### config.mk
export PLATFORM = sky130hd
export DESIGN_NAME = md5_stream_hash
export DESIGN_NICKNAME = d
export VERILOG_FILES = /design/src/hw/rtl/md5_pkg.sv /design/src/hw/rtl/md5_front.sv /design/src/hw/rtl/md5_core.sv /design/src/hw/rtl/md5_back.sv /design/src/hw/rtl/md5_stream_hash.sv
export SDC_FILE = /design/constraint.sdc
export NUM_CORES = 2
export LEC_CHECK = 0
export BUFFER_PORTS_ARGS = -buffer_cell sky130_fd_sc_hd__buf_2
export CAP_MARGIN = 20
export CORE_ASPECT_RATIO = 0.5
export CORE_MARGIN = 2
export CORE_UTILIZATION = 40
export DETAILED_ROUTE_END_ITERATION = 8
export MAX_ROUTING_LAYER = met4
export PLACE_DENSITY = 0.54
export SLEW_MARGIN = 20
export SYNTH_ARGS = -nofsm -noshare
export SYNTH_HDL_FRONTEND = slang
export SYNTH_HIERARCHICAL = 1
export SYNTH_SLANG_ARGS = --single-unit
### constraint.sdc
create_clock -name i_clk -period 20.8 [get_ports i_clk]
set_input_delay 3.12 -clock i_clk [delete_from_list [all_inputs] [get_ports i_clk]]
set_output_delay 3.12 -clock i_clk [all_outputs]
set_load 0.05 [all_outputs]
### src/hw/rtl/md5_pkg.sv
// ----------------------------------------------------------------------------
// md5_pkg
// Shared types, constants and round tables for the streaming MD5 unit.
// ----------------------------------------------------------------------------
package md5_pkg;

    localparam int QueueDepth = 4;

    localparam logic [31:0] Iv0 = 32'h67452301;
    localparam logic [31:0] Iv1 = 32'hEFCDAB89;
    localparam logic [31:0] Iv2 = 32'h98BADCFE;
    localparam logic [31:0] Iv3 = 32'h10325476;

    localparam logic [7:0] PadByte   = 8'h80;
    localparam logic [5:0] PosLenGap = 6'd55;
    localparam logic [5:0] PosLast   = 6'd63;

    typedef struct packed {
        logic [7:0] data;
        logic       last;
    } t_beat;

    typedef struct packed {
        logic start;
        logic init;
    } t_core_ctl;

    typedef enum logic [1:0] {
        C_IDLE,
        C_RUN,
        C_ADD
    } t_core_state;

    typedef enum logic [2:0] {
        B_IDLE,
        B_BLOCK,
        B_PAD,
        B_LEN,
        B_FINAL,
        B_EMIT
    } t_back_state;

    function automatic logic [31:0] round_k(input logic [5:0] r);
        logic [31:0] k;
        unique case (r)
            6'd0:  k = 32'hd76aa478;
            6'd1:  k = 32'he8c7b756;
            6'd2:  k = 32'h242070db;
            6'd3:  k = 32'hc1bdceee;
            6'd4:  k = 32'hf57c0faf;
            6'd5:  k = 32'h4787c62a;
            6'd6:  k = 32'ha8304613;
            6'd7:  k = 32'hfd469501;
            6'd8:  k = 32'h698098d8;
            6'd9:  k = 32'h8b44f7af;
            6'd10: k = 32'hffff5bb1;
            6'd11: k = 32'h895cd7be;
            6'd12: k = 32'h6b901122;
            6'd13: k = 32'hfd987193;
            6'd14: k = 32'ha679438e;
            6'd15: k = 32'h49b40821;
            6'd16: k = 32'hf61e2562;
            6'd17: k = 32'hc040b340;
            6'd18: k = 32'h265e5a51;
            6'd19: k = 32'he9b6c7aa;
            6'd20: k = 32'hd62f105d;
            6'd21: k = 32'h02441453;
            6'd22: k = 32'hd8a1e681;
            6'd23: k = 32'he7d3fbc8;
            6'd24: k = 32'h21e1cde6;
            6'd25: k = 32'hc33707d6;
            6'd26: k = 32'hf4d50d87;
            6'd27: k = 32'h455a14ed;
            6'd28: k = 32'ha9e3e905;
            6'd29: k = 32'hfcefa3f8;
            6'd30: k = 32'h676f02d9;
            6'd31: k = 32'h8d2a4c8a;
            6'd32: k = 32'hfffa3942;
            6'd33: k = 32'h8771f681;
            6'd34: k = 32'h6d9d6122;
            6'd35: k = 32'hfde5380c;
            6'd36: k = 32'ha4beea44;
            6'd37: k = 32'h4bdecfa9;
            6'd38: k = 32'hf6bb4b60;
            6'd39: k = 32'hbebfbc70;
            6'd40: k = 32'h289b7ec6;
            6'd41: k = 32'heaa127fa;
            6'd42: k = 32'hd4ef3085;
            6'd43: k = 32'h04881d05;
            6'd44: k = 32'hd9d4d039;
            6'd45: k = 32'he6db99e5;
            6'd46: k = 32'h1fa27cf8;
            6'd47: k = 32'hc4ac5665;
            6'd48: k = 32'hf4292244;
            6'd49: k = 32'h432aff97;
            6'd50: k = 32'hab9423a7;
            6'd51: k = 32'hfc93a039;
            6'd52: k = 32'h655b59c3;
            6'd53: k = 32'h8f0ccc92;
            6'd54: k = 32'hffeff47d;
            6'd55: k = 32'h85845dd1;
            6'd56: k = 32'h6fa87e4f;
            6'd57: k = 32'hfe2ce6e0;
            6'd58: k = 32'ha3014314;
            6'd59: k = 32'h4e0811a1;
            6'd60: k = 32'hf7537e82;
            6'd61: k = 32'hbd3af235;
            6'd62: k = 32'h2ad7d2bb;
            6'd63: k = 32'heb86d391;
            default: k = 32'h0;
        endcase
        return k;
    endfunction

    function automatic logic [4:0] rot_amt(input logic [3:0] idx);
        logic [4:0] s;
        unique case (idx)
            4'd0:  s = 5'd7;
            4'd1:  s = 5'd12;
            4'd2:  s = 5'd17;
            4'd3:  s = 5'd22;
            4'd4:  s = 5'd5;
            4'd5:  s = 5'd9;
            4'd6:  s = 5'd14;
            4'd7:  s = 5'd20;
            4'd8:  s = 5'd4;
            4'd9:  s = 5'd11;
            4'd10: s = 5'd16;
            4'd11: s = 5'd23;
            4'd12: s = 5'd6;
            4'd13: s = 5'd10;
            4'd14: s = 5'd15;
            4'd15: s = 5'd21;
            default: s = 5'd0;
        endcase
        return s;
    endfunction

    function automatic logic [3:0] msg_index(input logic [5:0] r);
        logic [3:0] lo;
        logic [3:0] g;
        lo = r[3:0];
        unique case (r[5:4])
            2'd0: g = lo;
            2'd1: g = (lo << 2) + lo + 4'd1;
            2'd2: g = (lo << 1) + lo + 4'd5;
            2'd3: g = (lo << 3) - lo;
            default: g = lo;
        endcase
        return g;
    endfunction

    function automatic logic [31:0] swap32(input logic [31:0] v);
        return {v[7:0], v[15:8], v[23:16], v[31:24]};
    endfunction

endpackage

### src/hw/rtl/md5_front.sv
// ----------------------------------------------------------------------------
// md5_front
// Input queue: takes message beats from the stream and holds them for the
// back end, so that the source keeps going while a block is compressed, until the queue is full.
// ----------------------------------------------------------------------------
module md5_front
    import md5_pkg::*;
#(
    parameter int DEPTH = QueueDepth
) (
    input  logic  i_clk,
    input  logic  i_rst_n,
    input  logic  push,
    output logic  full,
    input  t_beat i_beat,
    input  logic  i_q_pop,
    output logic  o_q_empty,
    output t_beat o_beat
);

    localparam int PW = (DEPTH > 1) ? $clog2(DEPTH) : 1;
    localparam int CW = $clog2(DEPTH + 1);

    t_beat          r_mem [DEPTH];
    logic [PW-1:0]  r_wr;
    logic [PW-1:0]  r_rd;
    logic [CW-1:0]  r_cnt;
    logic [PW-1:0]  n_wr;
    logic [PW-1:0]  n_rd;
    logic [CW-1:0]  n_cnt;
    logic           w_wr_en;
    logic           w_rd_en;

    assign full      = (r_cnt == CW'(DEPTH));
    assign o_q_empty = (r_cnt == '0);
    assign o_beat    = r_mem[r_rd];
    assign w_wr_en   = push && !full;
    assign w_rd_en   = i_q_pop && !o_q_empty;

    always_comb begin
        n_wr  = r_wr;
        n_rd  = r_rd;
        n_cnt = r_cnt;
        if (w_wr_en) begin
            n_wr = (r_wr == PW'(DEPTH - 1)) ? '0 : r_wr + 1'b1;
        end
        if (w_rd_en) begin
            n_rd = (r_rd == PW'(DEPTH - 1)) ? '0 : r_rd + 1'b1;
        end
        if (w_wr_en && !w_rd_en) begin
            n_cnt = r_cnt + 1'b1;
        end else if (w_rd_en && !w_wr_en) begin
            n_cnt = r_cnt - 1'b1;
        end
    end

    always_ff @(posedge i_clk) begin
        if (!i_rst_n) begin
            r_wr  <= '0;
            r_rd  <= '0;
            r_cnt <= '0;
        end else begin
            r_wr  <= n_wr;
            r_rd  <= n_rd;
            r_cnt <= n_cnt;
        end
    end

    always_ff @(posedge i_clk) begin
        if (w_wr_en) begin
            r_mem[r_wr] <= i_beat;
        end
    end

endmodule

### src/hw/rtl/md5_core.sv
// ----------------------------------------------------------------------------
// md5_core
// Compression engine: one MD5 round per cycle over the block buffer, then
// folds the working words into the chaining words.
// ----------------------------------------------------------------------------
module md5_core
    import md5_pkg::*;
(
    input  logic         i_clk,
    input  logic         i_rst_n,
    input  t_core_ctl    i_ctl,
    output logic         o_done,
    output logic [3:0]   o_word_addr,
    input  logic [31:0]  i_word,
    output logic [127:0] o_digest
);

    t_core_state  r_state;
    t_core_state  n_state;
    logic [5:0]   r_round;
    logic [5:0]   n_round;
    logic [31:0]  r_a, r_b, r_c, r_d;
    logic [31:0]  r_h [4];
    logic [31:0]  w_f;
    logic [31:0]  w_sum;
    logic [63:0]  w_dbl;
    logic [31:0]  w_new_b;

    assign o_word_addr = msg_index(r_round);
    assign o_done      = (r_state == C_ADD);
    assign o_digest    = {swap32(r_h[0]), swap32(r_h[1]), swap32(r_h[2]), swap32(r_h[3])};

    always_comb begin
        unique case (r_round[5:4])
            2'd0: w_f = (r_b & r_c) | (~r_b & r_d);
            2'd1: w_f = (r_b & r_d) | (r_c & ~r_d);
            2'd2: w_f = r_b ^ r_c ^ r_d;
            2'd3: w_f = r_c ^ (r_b | ~r_d);
            default: w_f = '0;
        endcase
        w_sum   = r_a + w_f + round_k(r_round) + i_word;
        w_dbl   = {w_sum, w_sum} << rot_amt({r_round[5:4], r_round[1:0]});
        w_new_b = r_b + w_dbl[63:32];
    end

    always_comb begin
        n_state = r_state;
        n_round = r_round;
        unique case (r_state)
            C_IDLE: begin
                n_round = '0;
                if (i_ctl.start) begin
                    n_state = C_RUN;
                end
            end
            C_RUN: begin
                n_round = r_round + 1'b1;
                if (r_round == PosLast) begin
                    n_state = C_ADD;
                end
            end
            C_ADD: begin
                n_state = C_IDLE;
            end
            default: n_state = C_IDLE;
        endcase
    end

    always_ff @(posedge i_clk) begin
        if (!i_rst_n) begin
            r_state <= C_IDLE;
            r_round <= '0;
        end else begin
            r_state <= n_state;
            r_round <= n_round;
        end
    end

    always_ff @(posedge i_clk) begin
        if (!i_rst_n) begin
            r_h[0] <= Iv0;
            r_h[1] <= Iv1;
            r_h[2] <= Iv2;
            r_h[3] <= Iv3;
        end else if (r_state == C_ADD) begin
            r_h[0] <= r_h[0] + r_a;
            r_h[1] <= r_h[1] + r_b;
            r_h[2] <= r_h[2] + r_c;
            r_h[3] <= r_h[3] + r_d;
        end else if (i_ctl.init) begin
            r_h[0] <= Iv0;
            r_h[1] <= Iv1;
            r_h[2] <= Iv2;
            r_h[3] <= Iv3;
        end
    end

    always_ff @(posedge i_clk) begin
        if (r_state == C_IDLE) begin
            r_a <= r_h[0];
            r_b <= r_h[1];
            r_c <= r_h[2];
            r_d <= r_h[3];
        end else if (r_state == C_RUN) begin
            r_a <= r_d;
            r_d <= r_c;
            r_c <= r_b;
            r_b <= w_new_b;
        end
    end

endmodule

### src/hw/rtl/md5_back.sv
// ----------------------------------------------------------------------------
// md5_back
// Back end: fills the block buffer, keeps the bit count, sequences padding
// and compressions, and holds the finished digest for the reader.
// ----------------------------------------------------------------------------
module md5_back
    import md5_pkg::*;
(
    input  logic         i_clk,
    input  logic         i_rst_n,
    input  logic         i_q_empty,
    input  t_beat        i_beat,
    output logic         o_q_pop,
    output t_core_ctl    o_ctl,
    input  logic         i_done,
    input  logic [3:0]   i_word_addr,
    output logic [31:0]  o_word,
    input  logic [127:0] i_digest,
    output logic         empty,
    input  logic         pop,
    output logic [63:0]  o_digest_hi,
    output logic [63:0]  o_digest_lo
);

    t_back_state  r_state;
    t_back_state  n_state;
    logic [5:0]   r_pos;
    logic [5:0]   n_pos;
    logic [63:0]  r_count;
    logic [63:0]  n_count;
    logic         r_last;
    logic         n_last;
    logic         r_first;
    logic         n_first;
    logic         r_out_valid;
    logic         n_out_valid;
    logic [31:0]  r_blk [16];
    logic [63:0]  r_hi;
    logic [63:0]  r_lo;
    logic         w_byte_en;
    logic [7:0]   w_byte;
    logic         w_len_en;
    logic         w_load;
    logic         w_out_pop;

    assign o_word      = r_blk[i_word_addr];
    assign empty       = !r_out_valid;
    assign o_digest_hi = r_hi;
    assign o_digest_lo = r_lo;
    assign w_out_pop   = pop && r_out_valid;

    always_comb begin
        n_state   = r_state;
        n_pos     = r_pos;
        n_count   = r_count;
        n_last    = r_last;
        n_first   = r_first;
        o_q_pop   = 1'b0;
        o_ctl     = '0;
        w_byte_en = 1'b0;
        w_byte    = i_beat.data;
        w_len_en  = 1'b0;
        w_load    = 1'b0;
        unique case (r_state)
            B_IDLE: begin
                if (!i_q_empty) begin
                    o_q_pop   = 1'b1;
                    w_byte_en = 1'b1;
                    n_count   = r_count + 64'd8;
                    n_pos     = r_pos + 1'b1;
                    n_last    = i_beat.last;
                    if (r_pos == PosLast) begin
                        o_ctl.start = 1'b1;
                        n_state     = B_BLOCK;
                    end else if (i_beat.last) begin
                        n_state = B_PAD;
                    end
                end
            end
            B_BLOCK: begin
                if (i_done) begin
                    n_state = r_last ? B_PAD : B_IDLE;
                end
            end
            B_PAD: begin
                w_byte_en = 1'b1;
                w_byte    = r_first ? PadByte : 8'h00;
                n_first   = 1'b0;
                n_pos     = r_pos + 1'b1;
                if (r_pos == PosLenGap) begin
                    n_state = B_LEN;
                end else if (r_pos == PosLast) begin
                    o_ctl.start = 1'b1;
                    n_state     = B_BLOCK;
                end
            end
            B_LEN: begin
                w_len_en    = 1'b1;
                o_ctl.start = 1'b1;
                n_state     = B_FINAL;
            end
            B_FINAL: begin
                if (i_done) begin
                    n_state = B_EMIT;
                end
            end
            B_EMIT: begin
                if (!r_out_valid || pop) begin
                    w_load     = 1'b1;
                    o_ctl.init = 1'b1;
                    n_count    = '0;
                    n_pos      = '0;
                    n_last     = 1'b0;
                    n_first    = 1'b1;
                    n_state    = B_IDLE;
                end
            end
            default: n_state = B_IDLE;
        endcase

        if (w_load) begin
            n_out_valid = 1'b1;
        end else if (w_out_pop) begin
            n_out_valid = 1'b0;
        end else begin
            n_out_valid = r_out_valid;
        end
    end

    always_ff @(posedge i_clk) begin
        if (!i_rst_n) begin
            r_state     <= B_IDLE;
            r_pos       <= '0;
            r_count     <= '0;
            r_last      <= 1'b0;
            r_first     <= 1'b1;
            r_out_valid <= 1'b0;
        end else begin
            r_state     <= n_state;
            r_pos       <= n_pos;
            r_count     <= n_count;
            r_last      <= n_last;
            r_first     <= n_first;
            r_out_valid <= n_out_valid;
        end
    end

    // block buffer and digest holding register
    always_ff @(posedge i_clk) begin
        if (w_byte_en) begin
            r_blk[r_pos[5:2]][{r_pos[1:0], 3'b000} +: 8] <= w_byte;
        end
        if (w_len_en) begin
            r_blk[14] <= r_count[31:0];
            r_blk[15] <= r_count[63:32];
        end
        if (w_load) begin
            r_hi <= i_digest[127:64];
            r_lo <= i_digest[63:0];
        end
    end

endmodule

### src/hw/rtl/md5_stream_hash.sv
// ----------------------------------------------------------------------------
// md5_stream_hash
// Streaming MD5 digest unit, one message byte per beat.
// ----------------------------------------------------------------------------
// Bytes enter through a small input queue and are packed into a 64-byte block
// buffer at one byte per cycle while the back end is idle and the queue holds
// bytes. Each full block runs 64 MD5 rounds at one round per cycle and then a
// fold step, starting with the cycle after the 64th byte is taken; meanwhile the
// back end takes no bytes, and the input queue absorbs up to QUEUE_DEPTH of them.
// On the byte flagged as last the unit pads one byte per cycle up to the
// length words and runs one or two more compressions, then offers the 16-byte
// digest on the result side (byte 0 in the top bits of o_digest_hi) and
// restarts for the next message. One finished digest can wait while the next
// message is taken in.
// ----------------------------------------------------------------------------
module md5_stream_hash
    import md5_pkg::*;
#(
    parameter int QUEUE_DEPTH = QueueDepth
) (
    input  logic        i_clk,
    input  logic        i_rst_n,
    input  logic        push,
    output logic        full,
    input  logic [7:0]  i_data_byte,
    input  logic        i_last_byte,
    output logic        empty,
    input  logic        pop,
    output logic [63:0] o_digest_hi,
    output logic [63:0] o_digest_lo
);

    t_beat          w_in_beat;
    t_beat          w_q_beat;
    logic           w_q_empty;
    logic           w_q_pop;
    t_core_ctl      w_ctl;
    logic           w_done;
    logic [3:0]     w_word_addr;
    logic [31:0]    w_word;
    logic [127:0]   w_digest;

    assign w_in_beat.data = i_data_byte;
    assign w_in_beat.last = i_last_byte;

    md5_front #(
        .DEPTH (QUEUE_DEPTH)
    ) u_front (
        .i_clk     (i_clk),
        .i_rst_n   (i_rst_n),
        .push      (push),
        .full      (full),
        .i_beat    (w_in_beat),
        .i_q_pop   (w_q_pop),
        .o_q_empty (w_q_empty),
        .o_beat    (w_q_beat)
    );

    md5_core u_core (
        .i_clk       (i_clk),
        .i_rst_n     (i_rst_n),
        .i_ctl       (w_ctl),
        .o_done      (w_done),
        .o_word_addr (w_word_addr),
        .i_word      (w_word),
        .o_digest    (w_digest)
    );

    md5_back u_back (
        .i_clk       (i_clk),
        .i_rst_n     (i_rst_n),
        .i_q_empty   (w_q_empty),
        .i_beat      (w_q_beat),
        .o_q_pop     (w_q_pop),
        .o_ctl       (w_ctl),
        .i_done      (w_done),
        .i_word_addr (w_word_addr),
        .o_word      (w_word),
        .i_digest    (w_digest),
        .empty       (empty),
        .pop         (pop),
        .o_digest_hi (o_digest_hi),
        .o_digest_lo (o_digest_lo)
    );

endmodule

==> run metrics <==
cell area after synthesis 58900 um^2; final hold vios 0; most frequent cell on the critical path mux4_2; Initial Util between 40% and 50%; DR WL/cell about 27 um; Detailed Place HPWL roughly 140000 um; post-synthesis cell count 5166; post-synthesis xor/xnor area fraction 3.41%; Final nets between 5000 and 6000; setup bufs post-CTS 0; fillers 13500; crit start category flip-flop; worst setup margin ~8100 ps; Ys Warns 6; max-cap viol count 0; critical path arrival about 13000 ps; post-layout util between 40% and 50%; CP Capture Type flip-flop; chip width 546 um; post_cts resized 0; CTS sink cnt around 1100; slowest stage cell on the critical path buf_4; vias in the first global route roughly 41000; Clock Path Buffers 3; Fin Setup TNS 0 ps; status completed; Pre-Repair DR Iteration Count 7; HP Class reg -> reg; Tmin final 12670 ps; drt initial violations between 4000 and 5000; crit-path leading delay family compound AO/OA/AOI/OAI gates; grt ovf 0; DR DRC count 0; Final Wtd Congestion just under 1; Tcrit/Tclk final between 60% and 70%; critical path class reg -> reg; CTS Root Cell clkbuf_16; Port-buffer cells ~140; antenna-violating nets left 0; CTS clk-pin slew, worst paths approximately 70 ps; Yosys cell types 104; ys async rst share 0%; Synth Area in Adders roughly 7.1%; TritonCTS clock tree built; Net Count, Synth 5472; Num CTS Buffers 99; die outline area between 150000 and 200000 um^2; core region area 146000 um^2; RSZ-0062 raised after global routing false; largest net degree at the start of global routing 80; Synth Area in Compound Gates between 10% and 20%; P_leak 23.1 nW; WP data required ~21000 ps; vias per cell roughly 6; syn avg cell area ~11 um^2; pwr/cell area 121 nW/um^2; initial antenna violation count 7; CP peak stage delay around 760 ps; Slew HR about 20%; max-slew violations 0; main combinational cell family by area after synthesis compound AO/OA/AOI/OAI gates; clk_lat worst skew approximately 750 ps; simple-gate area share of the yosys netlist 11.4%; Yosys reg bits between 1000 and 1500; Least-Margin Pin Slew roughly 1200 ps; Post-synth top flop edfxtp_1; Seq/Total Area, Yosys 50.8%; EDFF count, synth slightly below 900; CP Max Fanout between 70 and 80; I/O pin cnt ~140; Power Total between 7 and 8 mW; global-route wire length before repair 281000 um; fraction of synthesized area in multiplexers between 10 and 15%; setup violators final 0; Core Rows between 90 and 100; Clock Skews ~71 ps; DR vias 43400; Hold Buf Count CTS 0; total track usage 25.9%; CP bufs+invs 6; pre-CTS setup slack approximately 8000 ps; H-tree depth reported by CTS 3; Die H around 280 um; Area Overhead vs Synth 10.4%; Worst VDD drop 109 uV; fmax 0.0789 GHz; fraction of layout cells with a size suffix above 1 14.5%; Final Routed Wirelength between 150000 and 200000 um
cell families after synthesis:
logic type / Yosys count
and+or+nand+nor: 1415
DFF: 1059
AOI/OAI and AO/OA: 1299
buffers and inverters: 525
adders and majority gates: 293
xor gates and xnor gates: 229
muxes: 346
final cells by class:
class | instances | area, um^2 | share of cell area (%)
sequential | 1059 | 29900 | 46.0
multi-input combinational | 3582 | 27100 | 41.6
clock buffer | 123 | 2650 | 4.08
tap | 1969 | 2460 | 3.79
timing repair buffer | 213 | 1240 | 1.91
inverter | 251 | 947 | 1.46
clock inverter | 64 | 746 | 1.15
antenna | 1 | 2.50 | 0.00385
path summary, 6_finish.rpt:
check	cells past startpoint	start	end	slack [ps]
hold / removal	2	u_back/r_first	u_back/r_first	440
hold reg to reg	2	u_back/r_first	u_back/r_first	440
setup / recovery	34	u_core/r_round[5]	u_core/r_b[31]	8130
setup reg to reg	34	u_core/r_round[5]	u_core/r_b[31]	8130
metrics by stage:
step                      hold WS [ps]  cell area [um^2]  instances
after floorplan                    422             58900       5166
after global placement             432             61600       7071
after detailed placement           434             61600       7072
after CTS                          445             65000       7259
after global routing               481             65000       7262
final                              443             65000       7262
worst register-to-register path, delay by kind of cell, from the launching register on:
kind / cells / cell delay, ps
buf+inv: 6 / 2550
fa+ha+maj: 4 / 1650
simple gates: 8 / 2100
mux: 4 / 2100
xor+xnor: 2 / 430
compound gates: 10 / 3290
flops: 1 / 310
power by group:
| group | internal, mW | total, mW | switching, mW |
|---|---|---|---|
| logic | 1.29 | 3.47 | 2.18 |
| clock network | 1.03 | 1.90 | 0.866 |
| registers | 2.42 | 2.49 | 0.0703 |
| total | 4.75 | 7.86 | 3.11 |
registers in the layout, summed over array words and instances (netlist names), 3 cells and up, named ones only:
| register | cells |
|---|---|
| u_core/r_round | 6 |
| u_core/r_c | 32 |
| u_back/r_blk | 512 |
| u_core/r_a | 32 |
| u_core/r_b | 32 |
| u_back/r_count | 61 |
| u_core/r_h | 128 |
| u_back/o_digest_hi | 64 |
| u_back/o_digest_lo | 64 |
| u_front/r_mem | 36 |
| u_back/r_state | 3 |
| u_front/r_cnt | 3 |
| u_back/r_pos | 6 |
| u_core/r_d | 32 |
cell usage after synthesis (42+ instances only):
master / n / area share, %
mux2_2: 109 / 2.1
edfxtp_1: 868 / 44
xor2_1: 92 / 1.4
a21o_1: 79 / 1.0
o211ai_1: 87 / 1.1
nand2_1: 421 / 2.7
inv_1: 244 / 1.6
fa_1: 69 / 2.3
nor2_1: 426 / 2.7
nand3_1: 113 / 0.96
xnor2_1: 137 / 2.0
mux2i_1: 49 / 0.83
a21oi_1: 366 / 3.1
mux4_2: 188 / 7.2
nor3_1: 78 / 0.66
dfxtp_1: 191 / 6.5
ha_1: 224 / 4.8
clkbuf_1: 228 / 1.5
o21ai_0: 389 / 3.3
or2_2: 42 / 0.45
cells in the final DEF (no fill, tap or decap), drive strengths merged, types with 39 or more instances in the layout:
cell | Yosys | layout
clkinv | 4 | 46
dfxtp | 191 | 191
buf | 45 | 213
nor2 | 428 | 428
nor3 | 80 | 80
mux2i | 49 | 49
a21oi | 370 | 370
edfxtp | 868 | 868
a21o | 79 | 79
xor2 | 92 | 92
inv | 247 | 252
or2 | 45 | 45
o21ai | 392 | 392
or3 | 42 | 42
o211ai | 87 | 87
clkbuf | 229 | 123
nand3 | 114 | 114
ha | 224 | 224
mux4 | 188 | 188
mux2 | 109 | 109
xnor2 | 137 | 137
nand2b | 40 | 40
fa | 69 | 69
nand2 | 421 | 421
a211oi | 39 | 39
routing by layer:
layer | global-route usage, % | part of all wire [%]
met5 | - | 0
met4 | 5.61 | 2.1
met3 | 3.83 | 6.8
met2 | 38.2 | 44
met1 | 37.8 | 47
Power figures use the tool's default switching activity.
